**src/rtl/puct_pkg.sv**
```systemverilog
// Shared types and constants for the PUCT action selector.
`default_nettype none
package puct_pkg;

   localparam int unsigned IndexWidth = 6;
   localparam int unsigned ScoreWidth = 48;
   localparam logic [15:0] ExploreReset = 16'd256;
   localparam int unsigned SqrtSteps = 24;
   localparam int unsigned DivSteps = 32;

   // One action as it travels from the front to the back.
   typedef struct packed {
      logic [15:0] prior_prob;
      logic [15:0] child_visits;
      logic signed [31:0] value_sum;
      logic [15:0] parent_visits;
      logic final_item;
      logic [IndexWidth-1:0] index;
      logic first;
   } item_type;

   // Back end sequencer states.
   typedef enum logic [2:0] {
      ST_IDLE,
      ST_SQRT,
      ST_MUL,
      ST_DIV_SETUP,
      ST_DIV,
      ST_UPDATE
   } state_type;

endpackage
`default_nettype wire

```
**src/rtl/puct_action_select.sv**
```systemverilog
// Top level of the PUCT action selector: front queue plus scoring back end.
// The back end dequeues each action, multiplies, runs two 32-step dividers and updates the leader; the first
// action of a set also takes a square root of the parent count before the multiply.
// A result appears in the cycle after the final action's update and holds while stalled.
// The two-entry front queue accepts up to two actions ahead of the back end.
// Synchronous active-high reset clears the queue, set position, leader and output.
`default_nettype none
module puct_action_select #(
   parameter int unsigned MAX_ACTIONS = 64
) (
   input wire logic clock,
   input wire logic reset,
   input wire logic csr_valid,
   output logic csr_ready,
   input wire logic [15:0] csr_explore_weight,
   input wire logic req_valid,
   output logic req_stall,
   input wire logic [15:0] req_prior_prob,
   input wire logic [15:0] req_child_visits,
   input wire logic signed [31:0] req_value_sum,
   input wire logic [15:0] req_parent_visits,
   input wire logic req_final_item,
   output logic rsp_valid,
   input wire logic rsp_stall,
   output logic [5:0] rsp_best_index,
   output logic signed [47:0] rsp_best_score
);

   logic head_valid;
   logic head_pop;
   puct_pkg::item_type head_item;

   puct_front #(.MAX_ACTIONS(MAX_ACTIONS)) u_front (
      .clock(clock),
      .reset(reset),
      .req_valid(req_valid),
      .req_stall(req_stall),
      .req_prior_prob(req_prior_prob),
      .req_child_visits(req_child_visits),
      .req_value_sum(req_value_sum),
      .req_parent_visits(req_parent_visits),
      .req_final_item(req_final_item),
      .head_valid(head_valid),
      .head_item(head_item),
      .head_pop(head_pop)
   );

   puct_back u_back (
      .clock(clock),
      .reset(reset),
      .csr_valid(csr_valid),
      .csr_ready(csr_ready),
      .csr_explore_weight(csr_explore_weight),
      .head_valid(head_valid),
      .head_item(head_item),
      .head_pop(head_pop),
      .rsp_valid(rsp_valid),
      .rsp_stall(rsp_stall),
      .rsp_best_index(rsp_best_index),
      .rsp_best_score(rsp_best_score)
   );

endmodule
`default_nettype wire

```
**src/rtl/puct_front.sv**
```systemverilog
// Front end: accepts action beats, numbers them within a set and queues them.
`default_nettype none
module puct_front #(
   parameter int unsigned MAX_ACTIONS = 64
) (
   input wire logic clock,
   input wire logic reset,
   input wire logic req_valid,
   output logic req_stall,
   input wire logic [15:0] req_prior_prob,
   input wire logic [15:0] req_child_visits,
   input wire logic signed [31:0] req_value_sum,
   input wire logic [15:0] req_parent_visits,
   input wire logic req_final_item,
   output logic head_valid,
   output puct_pkg::item_type head_item,
   input wire logic head_pop
);

   localparam int unsigned CountWidth = (MAX_ACTIONS > 1) ? $clog2(MAX_ACTIONS) : 1;

   logic [CountWidth-1:0] count_ff, count_in;
   puct_pkg::item_type queue_ff [2];
   logic wr_ptr_ff, wr_ptr_in;
   logic rd_ptr_ff, rd_ptr_in;
   logic [1:0] fill_ff, fill_in;
   logic accept;
   puct_pkg::item_type new_item;

   assign req_stall = (fill_ff == 2'd2);
   assign accept = req_valid && !req_stall;
   assign head_valid = (fill_ff != 2'd0);
   assign head_item = queue_ff[rd_ptr_ff];

   // Classify the incoming beat: its position in the set and whether it opens one.
   always_comb begin
      new_item.prior_prob = req_prior_prob;
      new_item.child_visits = req_child_visits;
      new_item.value_sum = req_value_sum;
      new_item.parent_visits = req_parent_visits;
      new_item.final_item = req_final_item;
      new_item.index = puct_pkg::IndexWidth'(count_ff);
      new_item.first = (count_ff == '0);
   end

   // Position counter saturates at the last slot and restarts after a final beat.
   always_comb begin
      count_in = count_ff;
      if (accept) begin
         if (req_final_item) begin
            count_in = '0;
         end else if (count_ff < CountWidth'(MAX_ACTIONS - 1)) begin
            count_in = count_ff + 1'b1;
         end
      end
   end

   // Two-entry queue pointers and fill level.
   always_comb begin
      wr_ptr_in = accept ? ~wr_ptr_ff : wr_ptr_ff;
      rd_ptr_in = head_pop ? ~rd_ptr_ff : rd_ptr_ff;
      fill_in = fill_ff + {1'b0, accept} - {1'b0, head_pop};
   end

   always_ff @(posedge clock) begin
      if (reset) begin
         count_ff <= '0;
         wr_ptr_ff <= 1'b0;
         rd_ptr_ff <= 1'b0;
         fill_ff <= 2'd0;
      end else begin
         count_ff <= count_in;
         wr_ptr_ff <= wr_ptr_in;
         rd_ptr_ff <= rd_ptr_in;
         fill_ff <= fill_in;
      end
   end

   // Queue storage.
   always_ff @(posedge clock) begin
      if (accept) begin
         queue_ff[wr_ptr_ff] <= new_item;
      end
   end

   // The queue never overflows, is never popped empty, and fills by one on an accept without a pop.
   a_no_overflow: assert property (@(posedge clock) disable iff (reset)
      fill_ff <= 2'd2) else $error("queue fill out of range");
   a_pop_nonempty: assert property (@(posedge clock) disable iff (reset)
      head_pop |-> head_valid) else $error("pop from empty queue");
   a_fill_tracks: assert property (@(posedge clock) disable iff (reset)
      (accept && !head_pop) |=> fill_ff == $past(fill_ff) + 2'd1)
      else $error("queue fill did not advance");

endmodule
`default_nettype wire

```
**src/rtl/puct_back.sv**
```systemverilog
// Back end: scores one queued action at a time and keeps the running best.
`default_nettype none
module puct_back (
   input wire logic clock,
   input wire logic reset,
   input wire logic csr_valid,
   output logic csr_ready,
   input wire logic [15:0] csr_explore_weight,
   input wire logic head_valid,
   input wire puct_pkg::item_type head_item,
   output logic head_pop,
   output logic rsp_valid,
   input wire logic rsp_stall,
   output logic [5:0] rsp_best_index,
   output logic signed [47:0] rsp_best_score
);

   puct_pkg::state_type state_ff, state_in;
   puct_pkg::item_type cur_ff, cur_in;
   logic [15:0] explore_ff, explore_in;
   // Square root unit.
   logic [47:0] rad_ff, rad_in;
   logic [25:0] srem_ff, srem_in;
   logic [23:0] root_ff, root_in;
   // Product c * P * sqrt(N).
   logic [31:0] cp_ff, cp_in;
   logic [55:0] num;
   // Two restoring dividers sharing one step counter.
   logic [31:0] qa_ff, qa_in;
   logic [16:0] ra_ff, ra_in;
   logic [31:0] qb_ff, qb_in;
   logic [16:0] rb_ff, rb_in;
   logic [4:0] step_ff, step_in;
   // Running best and output register.
   logic [5:0] lead_idx_ff, lead_idx_in;
   logic signed [47:0] lead_score_ff, lead_score_in;
   logic out_valid_ff, out_valid_in;
   logic [5:0] out_idx_ff, out_idx_in;
   logic signed [47:0] out_score_ff, out_score_in;

   logic [26:0] srem_t, strial;
   logic sge;
   logic [17:0] ra_t, rb_t, div_a, div_b;
   logic age, bge;
   logic [16:0] n_plus;
   logic [32:0] q_val;
   logic signed [47:0] score;
   logic take_lead;
   logic out_free;
   logic update_go;
   logic [31:0] vmag;

   assign csr_ready = 1'b1;
   assign rsp_valid = out_valid_ff;
   assign rsp_best_index = out_idx_ff;
   assign rsp_best_score = out_score_ff;
   assign out_free = !out_valid_ff || !rsp_stall;
   assign update_go = (state_ff == puct_pkg::ST_UPDATE) && (!cur_ff.final_item || out_free);
   assign head_pop = (state_ff == puct_pkg::ST_IDLE) && head_valid;

   // One square root step: two radicand bits in, one root bit out.
   always_comb begin
      srem_t = {srem_ff[24:0], rad_ff[47:46]};
      strial = {1'b0, root_ff, 2'b01};
      sge = (srem_t >= strial);
   end

   // Full product c * P * sqrt(N), formed once per action.
   always_comb begin
      num = {24'd0, cp_ff} * {32'd0, root_ff};
   end

   // One step of each divider.
   always_comb begin
      n_plus = {1'b0, cur_ff.child_visits} + 17'd1;
      div_a = {2'b00, cur_ff.child_visits};
      div_b = {1'b0, n_plus};
      ra_t = {ra_ff, qa_ff[31]};
      rb_t = {rb_ff, qb_ff[31]};
      age = (ra_t >= div_a);
      bge = (rb_t >= div_b);
   end

   // Score from the quotients and the new leader.
   always_comb begin
      if (cur_ff.child_visits == 16'd0) begin
         q_val = 33'd0;
      end else if (cur_ff.value_sum[31]) begin
         q_val = 33'd0 - {1'b0, qa_ff};
      end else begin
         q_val = {1'b0, qa_ff};
      end
      score = {{15{q_val[32]}}, q_val} + {16'd0, qb_ff};
      take_lead = cur_ff.first || (score > lead_score_ff);
      vmag = cur_ff.value_sum[31] ? (32'd0 - cur_ff.value_sum) : cur_ff.value_sum;
   end

   // Next state.
   always_comb begin
      state_in = state_ff;
      case (state_ff)
         puct_pkg::ST_IDLE: begin
            if (head_valid) begin
               state_in = head_item.first ? puct_pkg::ST_SQRT : puct_pkg::ST_MUL;
            end
         end
         puct_pkg::ST_SQRT: begin
            if (step_ff == 5'd0) begin
               state_in = puct_pkg::ST_MUL;
            end
         end
         puct_pkg::ST_MUL: state_in = puct_pkg::ST_DIV_SETUP;
         puct_pkg::ST_DIV_SETUP: state_in = puct_pkg::ST_DIV;
         puct_pkg::ST_DIV: begin
            if (step_ff == 5'd0) begin
               state_in = puct_pkg::ST_UPDATE;
            end
         end
         puct_pkg::ST_UPDATE: begin
            if (update_go) begin
               state_in = puct_pkg::ST_IDLE;
            end
         end
         default: state_in = puct_pkg::ST_IDLE;
      endcase
   end

   // Datapath and output register.
   always_comb begin
      cur_in = cur_ff;
      explore_in = explore_ff;
      rad_in = rad_ff;
      srem_in = srem_ff;
      root_in = root_ff;
      cp_in = cp_ff;
      qa_in = qa_ff;
      ra_in = ra_ff;
      qb_in = qb_ff;
      rb_in = rb_ff;
      step_in = step_ff;
      lead_idx_in = lead_idx_ff;
      lead_score_in = lead_score_ff;
      out_valid_in = out_valid_ff && rsp_stall;
      out_idx_in = out_idx_ff;
      out_score_in = out_score_ff;
      if (csr_valid && csr_ready) begin
         explore_in = csr_explore_weight;
      end
      case (state_ff)
         puct_pkg::ST_IDLE: begin
            if (head_valid) begin
               cur_in = head_item;
               // Only the first beat of a set restarts the root; later beats reuse it.
               if (head_item.first) begin
                  rad_in = {head_item.parent_visits, 32'd0};
                  srem_in = 26'd0;
                  root_in = 24'd0;
                  step_in = 5'(puct_pkg::SqrtSteps - 1);
               end
            end
         end
         puct_pkg::ST_SQRT: begin
            rad_in = {rad_ff[45:0], 2'b00};
            srem_in = sge ? 26'(srem_t - strial) : srem_t[25:0];
            root_in = {root_ff[22:0], sge};
            step_in = step_ff - 5'd1;
         end
         puct_pkg::ST_MUL: begin
            cp_in = {16'd0, explore_ff} * {16'd0, cur_ff.prior_prob};
         end
         puct_pkg::ST_DIV_SETUP: begin
            qa_in = vmag;
            ra_in = 17'd0;
            qb_in = num[55:24];
            rb_in = 17'd0;
            step_in = 5'(puct_pkg::DivSteps - 1);
         end
         puct_pkg::ST_DIV: begin
            qa_in = {qa_ff[30:0], age};
            ra_in = age ? 17'(ra_t - div_a) : ra_t[16:0];
            qb_in = {qb_ff[30:0], bge};
            rb_in = bge ? 17'(rb_t - div_b) : rb_t[16:0];
            step_in = step_ff - 5'd1;
         end
         puct_pkg::ST_UPDATE: begin
            if (update_go) begin
               if (cur_ff.final_item) begin
                  out_valid_in = 1'b1;
                  out_idx_in = take_lead ? cur_ff.index : lead_idx_ff;
                  out_score_in = take_lead ? score : lead_score_ff;
                  lead_idx_in = 6'd0;
                  lead_score_in = 48'sd0;
               end else if (take_lead) begin
                  lead_idx_in = cur_ff.index;
                  lead_score_in = score;
               end
            end
         end
         default: begin
            step_in = 5'd0;
         end
      endcase
   end

   always_ff @(posedge clock) begin
      if (reset) begin
         state_ff <= puct_pkg::ST_IDLE;
         explore_ff <= puct_pkg::ExploreReset;
         lead_idx_ff <= 6'd0;
         lead_score_ff <= 48'sd0;
         out_valid_ff <= 1'b0;
      end else begin
         state_ff <= state_in;
         explore_ff <= explore_in;
         lead_idx_ff <= lead_idx_in;
         lead_score_ff <= lead_score_in;
         out_valid_ff <= out_valid_in;
      end
   end

   always_ff @(posedge clock) begin
      cur_ff <= cur_in;
      rad_ff <= rad_in;
      srem_ff <= srem_in;
      root_ff <= root_in;
      cp_ff <= cp_in;
      qa_ff <= qa_in;
      ra_ff <= ra_in;
      qb_ff <= qb_in;
      rb_ff <= rb_in;
      step_ff <= step_in;
      out_idx_ff <= out_idx_in;
      out_score_ff <= out_score_in;
   end

   a_pop_idle: assert property (@(posedge clock) disable iff (reset)
      head_pop |-> state_ff == puct_pkg::ST_IDLE) else $error("pop outside idle");
   a_sqrt_first: assert property (@(posedge clock) disable iff (reset)
      state_ff == puct_pkg::ST_SQRT |-> cur_ff.first) else $error("root on later beat");
   a_emit_final: assert property (@(posedge clock) disable iff (reset)
      (out_valid_ff && !$past(out_valid_ff && rsp_stall)) |-> $past(cur_ff.final_item))
      else $error("result from a non-final beat");

endmodule
`default_nettype wire

```
**config.mk**
```make
export PLATFORM = sky130hd
export DESIGN_NAME = puct_action_select
export DESIGN_NICKNAME = d
export VERILOG_FILES = /design/src/rtl/puct_pkg.sv /design/src/rtl/puct_action_select.sv /design/src/rtl/puct_front.sv /design/src/rtl/puct_back.sv
export SDC_FILE = /design/constraint.sdc
export NUM_CORES = 2
export LEC_CHECK = 0
export CORE_MARGIN = 4
export CORE_UTILIZATION = 55
export CTS_CLUSTER_SIZE = 8
export DETAILED_ROUTE_END_ITERATION = 7
export DONT_BUFFER_PORTS = 1
export PLACE_DENSITY = 0.67
export REMOVE_ABC_BUFFERS = 1
export SLEW_MARGIN = 20
export SYNTH_ARGS = -nofsm -noshare
export SYNTH_HDL_FRONTEND = slang
export SYNTH_SLANG_ARGS = --single-unit
```
**constraint.sdc**
```tcl
create_clock -name clock -period 12.6 [get_ports clock]
set_input_delay 0.63 -clock clock [delete_from_list [all_inputs] [get_ports clock]]
set_output_delay 0.63 -clock clock [all_outputs]
set_load 0.1 [all_outputs]
```
==> results_dict.tcl <==
set metrics [dict create \
    status "finished clean" \
    wire_per_inst_um 19.9 \
    antenna_found_initial 1 \
    die_area_um2 116000 \
    yosys_warnings 0 \
    clockBufferDepth 3 \
    yosys.area.top_type "fa_1" \
    hold_violations 0 \
    cts_setup_buffers 0 \
    place_area_um2 62200 \
    layout-drive-gt1-share_pct 5.28 \
    syn_inst 6038 \
    min_period_ns 8.57 \
    synthArstFlopShare_pct 0 \
    synth_top_area_share_pct 28.2 \
    io_buffers 0 \
    first_pass_iters 6 \
    die_y_um 340 \
    fin_area_um2 64900 \
    clk-insertion-delay-late_ns 0.68 \
    cts_tree "yes" \
    synthToLayoutAreaGrowth_pct 6.79 \
    grt_pass1_wl_um 242000 \
    setup_viol 0 \
    max_freq_mhz 117 \
    period_share_pct 68.0 \
    netlist_area_um2 60700 \
    synthTopCellsByArea "fa_1 28%, edfxtp_1 25%, ha_1 8.9%" \
    worstMarginPinSlew_ns 1.08 \
    path_clk_slew_ns 0.05 \
    h-tree-depth 3 \
    routabilityCongestion 0.957 \
    wl_um 149000 \
    vias 41700 \
    fillers 9298 \
    grt_max_degree 72 \
    nets 7332 \
    synth-seq-cells 587 \
    synth_ff_type "edfxtp_1" \
    drc 0 \
    ys_types 92 \
    grt_usage_pct 26.4 \
    ctsResizeCount 0 \
    hold_depth 0 \
    min_path_type "in -> reg" \
    rsz0062_at_grt "false" \
    cts-root-buf "clkbuf_16" \
    end_kind "flop" \
    drv_cap 0 \
    worstRegToRegCells 27 \
    ios 159 \
    setup_tns_ns 0 \
    overflow 0 \
    die_x_um 340 \
    ys_top_cells_by_count "1088 x inv_1, 854 x fa_1, 840 x nand2_1" \
    rows 121 \
    startpoint_type "flop" \
    place_hpwl_um 110000 \
    synth_edf_count 502 \
    fp.coreArea_um2 109000 \
    drtIter0Drc 3048 \
    crit_type "reg -> reg" \
    arrival_ns 8.93 \
    ys_seq_area_share_pct 27.6 \
    grt_pass1_vias 44200 \
    ant_nets 0 \
    numCtsBuffers 85 \
    synth_most_common_cell "inv_1" \
    maxSlewViolCount 0 \
    relSlewSlack_pct 28.1 \
    via_per_inst 5.57 \
    fin_cells 7484 \
    start_util_pct 55.6 \
    antennaDiodeCount 0 \
    syn_avg_cell_area_um2 10.1 \
    cp_max_fo 20 \
    cp.required_ns 12.97 \
    skew_ns 0.0558 \
    cts_num_sinks 587 \
    dp_cells 7332 \
]
-- logic make-up after synthesis --
family | synth area share, %
AO/OA/AOI/OAI | 7.44
XOR/XNOR | 3.07
adder cells (fa/ha/maj) | 37.0
buffers and inverters | 8.45
flip-flops | 27.6
multiplexers | 2.90
other | 0.00617
AND/OR/NAND/NOR | 13.5
-- path summary, 6_finish.rpt --
kind | from | end | slack, ns
hold / removal | req_value_sum[25] | u_front.queue_ff[0][49]$_DFFE_PP_ | 0.05
setup / recovery | u_back.root_ff[5]$_SDFFCE_PN0P_ | u_back.qb_ff[21]$_DFFE_PP_ | 4.03
hold reg to reg | u_back.lead_score_ff[17]$_SDFFE_PP0P_ | u_back.lead_score_ff[17]$_SDFFE_PP0P_ | 0.48
setup reg to reg | u_back.root_ff[5]$_SDFFCE_PN0P_ | u_back.qb_ff[21]$_DFFE_PP_ | 4.03
-- state kept, by name (all words and copies together), names as in the netlist, 24 cells and up, named ones only --
name	count
u_back.root_ff	24
u_back.lead_score_ff	48
u_front.queue_ff	176
u_back.rsp_best_score	48
u_back.qa_ff	32
u_back.srem_ff	25
u_back.qb_ff	32
u_back.cur_ff	72
u_back.cp_ff	32
-- routing by layer --
metal | share of wire, % | track usage [%] | up-vias
met2 | 45 | 41.7 | 1539
met3 | 8.2 | 5.17 | 295
met4 | 3.8 | 9.23 | 2
met5 | 0.0060 | 0 | -
met1 | 43 | 36.8 | 20900
li1 | - | - | 19000
-- through the flow --
| step | setup slack (ns) | hold WS [ns] | util (%) |
|---|---|---|---|
| final | 4.03 | 0.0453 | 59.3 |
| after global placement | 4.24 | 0.459 | 56.9 |
| after global routing | 3.67 | 0.00951 | 59.3 |
| after detailed placement | 4.10 | 0.462 | 56.9 |
| after CTS | 4.12 | 0.00115 | 59.3 |
| after floorplan | 3.45 | 0.445 | - |
-- cell usage in the layout, fill, tap and decap left out, types with 6 or more instances in the layout --
master and instances:
fa_1 854, nand2_1 839, or3_1 33, a211o_1 7
nor4_1 15, a21boi_0 7, o2111ai_1 7, nor2b_1 25
o21ai_0 170, o21ai_1 7, nor3_1 39, o41ai_1 6
a21o_1 95, clkbuf_16 85, inv_1 1088, clkbuf_1 51
xnor2_1 120, ha_1 431, a31oi_1 23, mux2i_1 78
nor2_1 260, o211ai_1 9, o21a_1 29, clkinv_16 7
o31ai_1 30, nand4_1 34, buf_4 79, a22o_1 38
a211oi_1 24, dfxtp_1 84, edfxtp_1 502, a21o_2 7
a21oi_1 152, nand3_1 38, and3_1 12, nand2b_1 22
o21bai_1 21, mux2_2 86, xor2_1 93, and2_1 385
-- critical path: stages (launching register included) --
cell       delay (ns)
edfxtp_1         0.69
buf_4            0.43
nand2_1          0.15
fa_1             0.56
inv_1            0.06
fa_1             0.52
inv_1            0.05
fa_1             0.48
inv_1            0.06
fa_1             0.51
inv_1            0.05
fa_1             0.48
inv_1            0.06
fa_1             0.53
inv_1            0.06
fa_1             0.54
inv_1            0.04
ha_1             0.33
nand2_1          0.06
o21ai_0          0.60
a22oi_1          0.36
a21boi_0         0.45
o2111ai_1        0.20
a31oi_1          0.44
a21oi_1          0.18
o21bai_1         0.18
xnor2_1          0.13
a21oi_1          0.08
-- what timing repair did --
item	4_1_cts	5_1_grt
hold buffers	2	0
setup endpoints to repair	0	0
endpoints found under the hold margin	7	0
-- cell type report --
cell class                 count  area (um^2)  share of cell area (%)
multi-input combinational   4102        38900                    60.0
inverter                    1088         4080                    6.30
tap                         1476         1850                    2.85
clock buffer                 138         2350                    3.62
timing repair buffer          81          613                   0.945
clock inverter                12          259                   0.399
sequential                   587        16800                    25.9
Power is left out: the tool's default activity adds up to more than one toggle a clock period on the data nets, which glitch-free logic cannot reach.
